--- src/rtl/zst_pkg.sv ---
`timescale 1ns / 1ps

package zst_pkg;

    // Default configuration of the tracker.
    localparam int INDEX_BITS_DEF  = 24;
    localparam int SAMPLE_BITS_DEF = 32;
    localparam int EVQ_DEPTH_DEF   = 4;

    // Threshold register, unsigned Q15.16 magnitude.
    localparam int                 THR_BITS  = 31;
    localparam logic [THR_BITS-1:0] THR_RESET = 31'd32768;

    // Register map, one 32-bit register per word.
    localparam int          PADDR_BITS = 3;
    localparam logic        REG_THRESHOLD = 1'b0;

    // Swing direction, also the encoding of the marker and turning fields.
    typedef logic signed [1:0] t_dir;
    localparam t_dir DIR_NONE = 2'sb00;
    localparam t_dir DIR_UP   = 2'sb01;
    localparam t_dir DIR_DOWN = 2'sb11;

    // One record of an event. pos_cur selects the index of the sample that
    // caused the event; otherwise the record targets the old extreme's index.
    typedef struct packed {
        logic pos_cur;
        logic marker_valid;
        t_dir marker;
        t_dir turning;
    } t_rec;

    localparam int MAX_RECS = 3;

    // Event handed from the front to the back: one to three records.
    typedef struct packed {
        logic [1:0]            cnt;
        t_rec [MAX_RECS-1:0]   rec;
    } t_event;

endpackage

--- src/rtl/zst_front.sv ---
`timescale 1ns / 1ps

module zst_front #(
    parameter int INDEX_BITS  = zst_pkg::INDEX_BITS_DEF,
    parameter int SAMPLE_BITS = zst_pkg::SAMPLE_BITS_DEF
) (
    input  logic                          i_clk,
    input  logic                          i_rst_n,
    input  logic                          i_accept,
    input  logic signed [SAMPLE_BITS-1:0] i_price,
    input  logic                          i_final_sample,
    input  logic [zst_pkg::THR_BITS-1:0]  i_threshold,
    output logic                          o_push,
    output zst_pkg::t_event               o_event,
    output logic [INDEX_BITS-1:0]         o_idx_ext,
    output logic [INDEX_BITS-1:0]         o_idx_cur
);

    localparam int DIFF_W = SAMPLE_BITS + 1;
    localparam int CMP_W  = (DIFF_W > zst_pkg::THR_BITS) ? DIFF_W : zst_pkg::THR_BITS;
    localparam logic [INDEX_BITS-1:0] IDX_MAX = {INDEX_BITS{1'b1}};

    zst_pkg::t_dir                 r_dir, n_dir;
    logic signed [SAMPLE_BITS-1:0] r_ext_val, n_ext_val;
    logic [INDEX_BITS-1:0]         r_ext_idx, n_ext_idx;
    logic [INDEX_BITS-1:0]         r_count, n_count;
    logic                          r_seen, n_seen;

    logic signed [DIFF_W-1:0] diff;
    logic [DIFF_W-1:0]        mag;
    logic                     diff_neg;
    logic                     diff_zero;
    logic                     big_move;
    zst_pkg::t_event          ev;
    logic                     moved;

    // One subtract serves every direction: the magnitude of the sample's
    // distance from the extreme is what each reversal test needs.
    assign diff      = DIFF_W'(i_price) - DIFF_W'(r_ext_val);
    assign diff_neg  = diff[DIFF_W-1];
    assign diff_zero = (diff == '0);
    assign mag       = diff_neg ? DIFF_W'(-diff) : DIFF_W'(diff);
    assign big_move  = (CMP_W'(mag) >= CMP_W'(i_threshold));

    always_comb begin
        logic [1:0] k;
        k         = 2'd0;
        ev        = '0;
        moved     = 1'b0;
        n_dir     = r_dir;
        n_ext_val = r_ext_val;
        n_ext_idx = r_ext_idx;
        n_seen    = r_seen;
        n_count   = (r_count == IDX_MAX) ? r_count : r_count + 1'b1;

        if (!r_seen) begin
            n_seen = 1'b1;
            moved  = 1'b1;
        end else if (r_dir == zst_pkg::DIR_NONE) begin
            if (big_move) begin
                n_dir = (!diff_neg && !diff_zero) ? zst_pkg::DIR_UP : zst_pkg::DIR_DOWN;
                moved = 1'b1;
                ev.rec[k] = '{pos_cur: 1'b1, marker_valid: 1'b1,
                              marker: n_dir, turning: n_dir};
                k = k + 2'd1;
            end
        end else if (r_dir == zst_pkg::DIR_UP) begin
            if (!diff_neg) begin
                moved = 1'b1;
            end else if (big_move) begin
                n_dir = zst_pkg::DIR_DOWN;
                moved = 1'b1;
                ev.rec[k] = '{pos_cur: 1'b0, marker_valid: 1'b1,
                              marker: zst_pkg::DIR_UP, turning: zst_pkg::DIR_UP};
                k = k + 2'd1;
                ev.rec[k] = '{pos_cur: 1'b1, marker_valid: 1'b0,
                              marker: zst_pkg::DIR_NONE, turning: zst_pkg::DIR_DOWN};
                k = k + 2'd1;
            end
        end else begin
            if (diff_neg || diff_zero) begin
                moved = 1'b1;
            end else if (big_move) begin
                n_dir = zst_pkg::DIR_UP;
                moved = 1'b1;
                ev.rec[k] = '{pos_cur: 1'b0, marker_valid: 1'b1,
                              marker: zst_pkg::DIR_DOWN, turning: zst_pkg::DIR_DOWN};
                k = k + 2'd1;
                ev.rec[k] = '{pos_cur: 1'b1, marker_valid: 1'b0,
                              marker: zst_pkg::DIR_NONE, turning: zst_pkg::DIR_UP};
                k = k + 2'd1;
            end
        end

        if (moved) begin
            n_ext_val = i_price;
            n_ext_idx = r_count;
        end

        // The last sample of a series flushes the extreme as it stands now
        // and returns the tracker to its starting state.
        if (i_final_sample) begin
            ev.rec[k] = '{pos_cur: moved, marker_valid: 1'b1,
                          marker: (n_dir == zst_pkg::DIR_UP) ? zst_pkg::DIR_UP
                                                             : zst_pkg::DIR_DOWN,
                          turning: n_dir};
            k = k + 2'd1;
            n_dir     = zst_pkg::DIR_NONE;
            n_ext_val = '0;
            n_ext_idx = '0;
            n_count   = '0;
            n_seen    = 1'b0;
        end

        ev.cnt = k;
    end

    assign o_event   = ev;
    assign o_push    = i_accept && (ev.cnt != 2'd0);
    assign o_idx_ext = r_ext_idx;
    assign o_idx_cur = r_count;

    always_ff @(posedge i_clk) begin
        if (!i_rst_n) begin
            r_dir     <= zst_pkg::DIR_NONE;
            r_ext_val <= '0;
            r_ext_idx <= '0;
            r_count   <= '0;
            r_seen    <= 1'b0;
        end else if (i_accept) begin
            r_dir     <= n_dir;
            r_ext_val <= n_ext_val;
            r_ext_idx <= n_ext_idx;
            r_count   <= n_count;
            r_seen    <= n_seen;
        end
    end

endmodule

--- src/rtl/zst_evq.sv ---
`timescale 1ns / 1ps

module zst_evq #(
    parameter int WIDTH = 8,
    parameter int DEPTH = zst_pkg::EVQ_DEPTH_DEF
) (
    input  logic             i_clk,
    input  logic             i_rst_n,
    input  logic             i_push,
    input  logic [WIDTH-1:0] i_data,
    input  logic             i_pop,
    output logic [WIDTH-1:0] o_data,
    output logic             o_full,
    output logic             o_empty
);

    localparam int PW = (DEPTH > 1) ? $clog2(DEPTH) : 1;
    localparam int CW = $clog2(DEPTH + 1);

    logic [WIDTH-1:0] r_mem [DEPTH];
    logic [PW-1:0]    r_wr, r_rd;
    logic [CW-1:0]    r_cnt;
    logic             do_push, do_pop;

    function automatic logic [PW-1:0] next_ptr(input logic [PW-1:0] p);
        next_ptr = (p == PW'(DEPTH - 1)) ? '0 : p + 1'b1;
    endfunction

    assign o_full  = (r_cnt == CW'(DEPTH));
    assign o_empty = (r_cnt == '0);
    assign do_push = i_push && !o_full;
    assign do_pop  = i_pop && !o_empty;
    assign o_data  = r_mem[r_rd];

    always_ff @(posedge i_clk) begin
        if (do_push) begin
            r_mem[r_wr] <= i_data;
        end
    end

    always_ff @(posedge i_clk) begin
        if (!i_rst_n) begin
            r_wr  <= '0;
            r_rd  <= '0;
            r_cnt <= '0;
        end else begin
            if (do_push) begin
                r_wr <= next_ptr(r_wr);
            end
            if (do_pop) begin
                r_rd <= next_ptr(r_rd);
            end
            if (do_push && !do_pop) begin
                r_cnt <= r_cnt + 1'b1;
            end else if (do_pop && !do_push) begin
                r_cnt <= r_cnt - 1'b1;
            end
        end
    end

endmodule

--- src/rtl/zst_back.sv ---
`timescale 1ns / 1ps

module zst_back #(
    parameter int INDEX_BITS = zst_pkg::INDEX_BITS_DEF
) (
    input  logic                  i_clk,
    input  logic                  i_rst_n,
    input  logic                  i_head_valid,
    input  zst_pkg::t_event       i_head,
    input  logic [INDEX_BITS-1:0] i_head_ext,
    input  logic [INDEX_BITS-1:0] i_head_cur,
    output logic                  o_head_pop,
    input  logic                  i_pop,
    output logic                  o_empty,
    output logic [INDEX_BITS-1:0] o_position,
    output logic                  o_marker_valid,
    output zst_pkg::t_dir         o_marker,
    output zst_pkg::t_dir         o_turning,
    output logic                  o_run_end
);

    logic [1:0]  r_slot;
    logic        r_out_valid;
    zst_pkg::t_rec rec;
    logic        last;
    logic        load;

    assign rec        = i_head.rec[r_slot];
    assign last       = (r_slot == 2'(i_head.cnt - 2'd1));
    assign load       = i_head_valid && (!r_out_valid || i_pop);
    assign o_head_pop = load && last;
    assign o_empty    = !r_out_valid;

    always_ff @(posedge i_clk) begin
        if (!i_rst_n) begin
            r_slot      <= 2'd0;
            r_out_valid <= 1'b0;
        end else begin
            if (load) begin
                r_slot      <= last ? 2'd0 : r_slot + 2'd1;
                r_out_valid <= 1'b1;
            end else if (i_pop) begin
                r_out_valid <= 1'b0;
            end
        end
    end

    always_ff @(posedge i_clk) begin
        if (load) begin
            o_position     <= rec.pos_cur ? i_head_cur : i_head_ext;
            o_marker_valid <= rec.marker_valid;
            o_marker       <= rec.marker;
            o_turning      <= rec.turning;
            o_run_end      <= last;
        end
    end

endmodule

--- src/rtl/zigzag_swing_tracker.sv ---
`timescale 1ns / 1ps

// A sample's first record passes the event queue and then the output register on its way
// to the result ports. Throughput: one sample per cycle on input while the queue has room;
// records leave one per cycle while the host pops, so a reversal (two records) or a reversal
// plus flush (three) holds the result side until all its records have left. The event queue
// between tracker and record expander sets how long input keeps flowing while pop is low.
// Reset is synchronous, active low: series state and queues clear, the threshold is 0.5.

module zigzag_swing_tracker #(
    parameter int INDEX_BITS  = zst_pkg::INDEX_BITS_DEF,
    parameter int SAMPLE_BITS = zst_pkg::SAMPLE_BITS_DEF,
    parameter int EVQ_DEPTH   = zst_pkg::EVQ_DEPTH_DEF
) (
    input  logic                             i_clk,
    input  logic                             i_rst_n,
    // Sample side.
    input  logic                             push,
    output logic                             full,
    input  logic signed [SAMPLE_BITS-1:0]    i_price,
    input  logic                             i_final_sample,
    // Record side.
    output logic                             empty,
    input  logic                             pop,
    output logic [INDEX_BITS-1:0]            o_position,
    output logic                             o_marker_valid,
    output logic signed [1:0]                o_marker,
    output logic signed [1:0]                o_turning,
    output logic                             o_run_end,
    // Configuration port.
    input  logic                             psel,
    input  logic                             penable,
    input  logic                             pwrite,
    input  logic [zst_pkg::PADDR_BITS-1:0]   paddr,
    input  logic [31:0]                      pwdata,
    output logic [31:0]                      prdata,
    output logic                             pready
);

    // Each queue entry holds the event description and both indices that its
    // records may target: the old extreme's index and the current sample's.
    localparam int EV_W = $bits(zst_pkg::t_event) + 2 * INDEX_BITS;

    logic [zst_pkg::THR_BITS-1:0] r_threshold;
    logic                         cfg_wr;
    logic                         accept;

    zst_pkg::t_event       fe_event;
    logic [INDEX_BITS-1:0] fe_idx_ext;
    logic [INDEX_BITS-1:0] fe_idx_cur;
    logic                  fe_push;

    logic [EV_W-1:0]       q_head;
    logic                  q_empty;
    logic                  q_pop;
    zst_pkg::t_event       hd_event;
    logic [INDEX_BITS-1:0] hd_idx_ext;
    logic [INDEX_BITS-1:0] hd_idx_cur;

    // The port never waits. Only word address zero holds a register; the
    // upper word is read as zero and writes to it are dropped.
    assign pready = 1'b1;
    assign cfg_wr = psel && penable && pwrite && pready;
    assign prdata = (paddr[2] == zst_pkg::REG_THRESHOLD) ? {1'b0, r_threshold} : 32'd0;

    always_ff @(posedge i_clk) begin
        if (!i_rst_n) begin
            r_threshold <= zst_pkg::THR_RESET;
        end else if (cfg_wr && (paddr[2] == zst_pkg::REG_THRESHOLD)) begin
            r_threshold <= pwdata[zst_pkg::THR_BITS-1:0];
        end
    end

    // A sample is taken whenever the event queue has room. Samples that cause
    // no record update the tracker and leave the queue alone, so a quiet
    // stream flows at one sample per cycle as long as the queue is not full.
    assign accept = push && !full;

    zst_front #(
        .INDEX_BITS  (INDEX_BITS),
        .SAMPLE_BITS (SAMPLE_BITS)
    ) u_front (
        .i_clk          (i_clk),
        .i_rst_n        (i_rst_n),
        .i_accept       (accept),
        .i_price        (i_price),
        .i_final_sample (i_final_sample),
        .i_threshold    (r_threshold),
        .o_push         (fe_push),
        .o_event        (fe_event),
        .o_idx_ext      (fe_idx_ext),
        .o_idx_cur      (fe_idx_cur)
    );

    zst_evq #(
        .WIDTH (EV_W),
        .DEPTH (EVQ_DEPTH)
    ) u_evq (
        .i_clk   (i_clk),
        .i_rst_n (i_rst_n),
        .i_push  (fe_push),
        .i_data  ({fe_event, fe_idx_ext, fe_idx_cur}),
        .i_pop   (q_pop),
        .o_data  (q_head),
        .o_full  (full),
        .o_empty (q_empty)
    );

    assign {hd_event, hd_idx_ext, hd_idx_cur} = q_head;

    // The back end walks the head event into an output register, one record per cycle
    // while it is empty or popped, and reloads it in the same cycle that the host pops it.
    zst_back #(
        .INDEX_BITS (INDEX_BITS)
    ) u_back (
        .i_clk          (i_clk),
        .i_rst_n        (i_rst_n),
        .i_head_valid   (!q_empty),
        .i_head         (hd_event),
        .i_head_ext     (hd_idx_ext),
        .i_head_cur     (hd_idx_cur),
        .o_head_pop     (q_pop),
        .i_pop          (pop),
        .o_empty        (empty),
        .o_position     (o_position),
        .o_marker_valid (o_marker_valid),
        .o_marker       (o_marker),
        .o_turning      (o_turning),
        .o_run_end      (o_run_end)
    );

endmodule

--- config.mk ---
export PLATFORM = sky130hd
export DESIGN_NAME = zigzag_swing_tracker
export DESIGN_NICKNAME = d
export VERILOG_FILES = /design/src/rtl/zst_pkg.sv /design/src/rtl/zst_front.sv /design/src/rtl/zst_evq.sv /design/src/rtl/zst_back.sv /design/src/rtl/zigzag_swing_tracker.sv
export SDC_FILE = /design/constraint.sdc
export NUM_CORES = 1
export LEC_CHECK = 0
export ABC_AREA = 1
export BUFFER_PORTS_ARGS = -buffer_cell sky130_fd_sc_hd__buf_4
export CORE_MARGIN = 1.5
export CORE_UTILIZATION = 30
export DETAILED_ROUTE_END_ITERATION = 7
export PLACE_DENSITY = 0.47
export SETUP_SLACK_MARGIN = 0.1
export SYNTH_ARGS = -nofsm -noshare
export SYNTH_HDL_FRONTEND = slang
export SYNTH_SLANG_ARGS = --single-unit
--- constraint.sdc ---
create_clock -name i_clk -period 10.9 [get_ports i_clk]
set_input_delay 1.635 -clock i_clk [delete_from_list [all_inputs] [get_ports i_clk]]
set_output_delay 1.635 -clock i_clk [all_outputs]
set_load 0.01 [all_outputs]
==> results.yml <==
global_route:
  grt_use_met1_pct: 20.0
  grt_most_used_layer: "met2"
  grt_use_met3_pct: 2.25
  antenna_found_initial: 0
  grt.met2_usage_pct: 27.4
  grt_max_degree: 99
  grt_pass1_vias: 15700
  grt_overflow: 0
  grt_pass1_wl_um: 86900
  grt.total_usage_pct: 15.7
power:
  leakagePower_nw: 9.70
  pwr-share-clk_pct: 33.0
  power.internal_mw: 3.28
  p_switching_mw: 1.60
  max-vdd-ir-drop_mv: 0.122
  pwr-share-comb_pct: 27.1
  switching_share_pct: 32.7
  power.density_mw_per_mm2: 202
  seqPwrFrac_pct: 40.0
  power_mw: 4.88
clock_network:
  cts_tree: "built"
  cts.sinks: 415
  numCtsBuffers: 49
  clockBufferDepth: 3
  cts_resized: 0
  postCtsSetupRepairBufs: 0
  clkLatencyLatePin_ns: 0.60
  cts_root_buf: "clkbuf_16"
  htree_levels: 2
  ctsHoldBuffers: 0
  cts.reportedPaths.clkPinSlew_ns: 0.05
place:
  place_hpwl_um: 36900
  gp_congestion: 0.892
  port_buffers: 134
hold_path:
  worstHoldStart: "u_front.r_ext_val[15]"
  hold_depth: 2
  holdPathEnd: "u_front.r_ext_val[15]"
  hold_class: "flop to flop"
timing:
  finalSetupTns_ns: 0
  rsz0062_at_grt: "no"
  finalMaxSlewViolations: 0
  timing.final.crit_share_pct: 76.2
  period_minus_slack_ns: 8.30
  finalClockSkew_ns: 0.0255
  relSlewSlack_pct: 29.5
  worst_pin_slew_ns: 1.06
  max_freq_ghz: 0.120
  hold_viol: 0
  setup_viol: 0
logic_synthesis:
  syn-cell-area_mm2: 0.0207
  yosysWarnings: 0
  avgSynthCellArea_um2: 8.82
  yosysSeqAreaShare_pct: 54.2
  synth_edf_count: 289
  synth.area.top_cells: "edfxtp_1 (42%), dfxtp_1 (12%), nand2_1 (9.3%)"
  synth_largest_area_cell: "edfxtp_1"
  synthFlopType: "edfxtp_1"
  synth_top_area_share_pct: 42.0
  synthCells: 2341
  synthArstFlopShare_pct: 0
  synth.distinct_cells: 49
  syn_nets: 2492
  ys_ff_latch: 415
floorplan:
  top_level_ports: 140
  core-area_mm2: 0.0683
  die_area_mm2: 0.0704
  die_w_um: 265
  fp.dieH_um: 265
  initial_utilization_pct: 30.2
  num_rows: 96
critical_path:
  crit_path_frequent_cell: "nand2_1"
  crit_required_ns: 11.12
  endpoint_kind: "flop"
  crit_slowest_cell: "buf_4"
  reg2reg_setup_slack_ns: 3.44
  cp_max_fo: 43
  r2r_end: "u_evq.r_mem[0][1]"
  reg2reg_from: "u_front.r_ext_val[0]"
  rr_worst_depth: 41
  arrival_ns: 8.52
  start_kind: "input port"
  critical_path_class: "input port to flop"
  slowest_delay_ns: 0.59
drt:
  wl_per_cell_um: 16.4
  drc: 0
  drt_iter0_markers: 939
  first_pass_iters: 5
  dr_total_vias: 15900
  viasPerCell: 4.70
  routed_wl_um: 55300
  postRouteAntennaNets: 0
layout:
  area_delta_synth_final_pct: 16.9
  layout-drive-gt1-share_pct: 12.2
  nets: 2608
  fin_util_pct: 35.3
  n_antenna_cell: 0
status:
  status: "completed"
job:
  maxCapViolCount: 0
## synthesized netlist by cell type (3+ instances only)
cell,n
ha_1,74
nand3_1,87
and2_1,4
xnor2_1,9
buf_6,10
nand3b_1,3
o22ai_1,55
mux2_2,24
o21a_1,3
nor3_1,24
xor2_1,24
inv_1,296
dfxtp_1,126
nor2_1,264
buf_1,5
o211ai_1,6
a32o_1,4
nor2_2,13
nor2_4,3
buf_4,4
buf_2,7
nand3_2,8
a21oi_1,162
clkbuf_1,63
a211oi_1,3
nand4_1,23
nand2_1,510
nand2_2,7
o221ai_1,8
edfxtp_1,289
o21ai_0,187
inv_2,10
## how the worst max path moves through the flow
stage / start / endpoint / cells after the start
floorplan: i_price[0] / u_evq.r_mem[0][0] / 38
global placement: i_price[0] / u_evq.r_mem[3][60] / 43
detailed placement: i_price[0] / u_evq.r_mem[0][33] / 43
CTS: i_price[0] / u_evq.r_mem[0][61] / 43
global route: i_price[0] / u_evq.r_cnt[2] / 47
finish: i_price[0] / u_evq.r_mem[0][1] / 43
## cell type report
cell class                 count  area (µm²)
clock buffer                  66        1350
clock inverter                26         251
fill                        7010       44200
inverter                     308        1160
multi-input combinational   1529        7910
sequential                   415       11200
tap                          882        1100
timing repair buffer         154        1160
## routing by layer
| metal | part of all wire, % | up-vias |
|---|---|---|
| met1 | 45 | 7499 |
| met3 | 3.7 | 82 |
| met2 | 48 | 258 |
| met4 | 2.4 | 0 |
| li1 | - | 8046 |
| met5 | 0 | - |
## power by group through the flow
stage	sequential, mW	clock, mW	combinational, mW
after floorplan	1.99	0	0.865
after global placement	1.98	0	1.33
after detailed placement	1.99	0	1.34
after CTS	1.96	1.67	1.35
after global routing	1.97	1.73	1.49
final	1.95	1.61	1.32
## worst max-delay path, delay by kind of cell
family | cells | cell delay, ns
AOI/OAI and AO/OA | 6 | 0.93
adders and majority gates | 4 | 1.07
and+or+nand+nor | 24 | 3.12
xor gates and xnor gates | 1 | 0.16
buffers and inverters | 8 | 1.54
## stage by stage
stage,worst slack [ns],cell area [µm²],std cells,hold slack [ns]
finish,2.60,24100,3380,0.460
global route,1.88,24100,3380,0.487
CTS,2.64,24100,3380,0.463
detailed placement,2.05,22500,3288,0.452
global placement,2.09,22500,3288,0.450
floorplan,1.64,20700,2341,0.439
## cells in the final DEF (no fill, tap or decap), types with 3 or more instances in the layout
| cell type | n |
|---|---|
| o21a_1 | 3 |
| a21oi_1 | 161 |
| edfxtp_1 | 289 |
| nor2_4 | 7 |
| xnor2_1 | 9 |
| nor2_1 | 260 |
| mux2_2 | 24 |
| dfxtp_1 | 124 |
| clkbuf_16 | 49 |
| xor2_1 | 24 |
| nor3_1 | 24 |
| buf_4 | 154 |
| o22ai_1 | 55 |
| clkbuf_1 | 11 |
| and2_1 | 4 |
| nor2_2 | 13 |
| nand3b_1 | 3 |
| clkinv_1 | 11 |
| inv_1 | 294 |
| nand4_1 | 23 |
| a211oi_1 | 3 |
| nand3_1 | 87 |
| nand3_2 | 8 |
| o221ai_1 | 8 |
| clkbuf_8 | 6 |
| nand2_1 | 510 |
| ha_1 | 74 |
| inv_2 | 10 |
| o21ai_0 | 187 |
| o211ai_1 | 6 |
| nand2_2 | 7 |
| clkinv_4 | 3 |
| clkinv_2 | 9 |
| a32o_1 | 4 |
## cell families (layout without fill, tap and decap cells)
kind of cell    Yosys count  in the layout  share of synthesized area [%]
other cells               2              2                         0.0364
flops                   415            415                           54.2
xor+xnor                 33             33                           1.40
mux                      24             24                           1.31
compound gates          439            439                           11.5
fa+ha+maj                76             76                           4.68
buf+inv                 397            554                           7.69
simple gates            955            955                           19.1
## sequential cells by signal (all words and copies together) (netlist names), named ones only
name	count
u_front.r_seen	1
u_back.o_turning	2
u_evq.r_rd	2
u_evq.r_wr	2
u_back.o_marker	2
r_threshold	31
u_back.o_position	24
u_front.o_idx_cur	24
u_front.r_ext_val	32
u_back.r_slot	2
u_back.r_out_valid	1
u_evq.r_cnt	3
u_front.r_dir	2
u_evq.r_mem	260
u_front.o_idx_ext	24
u_back.o_run_end	1
Power figures use the tool's default switching activity.
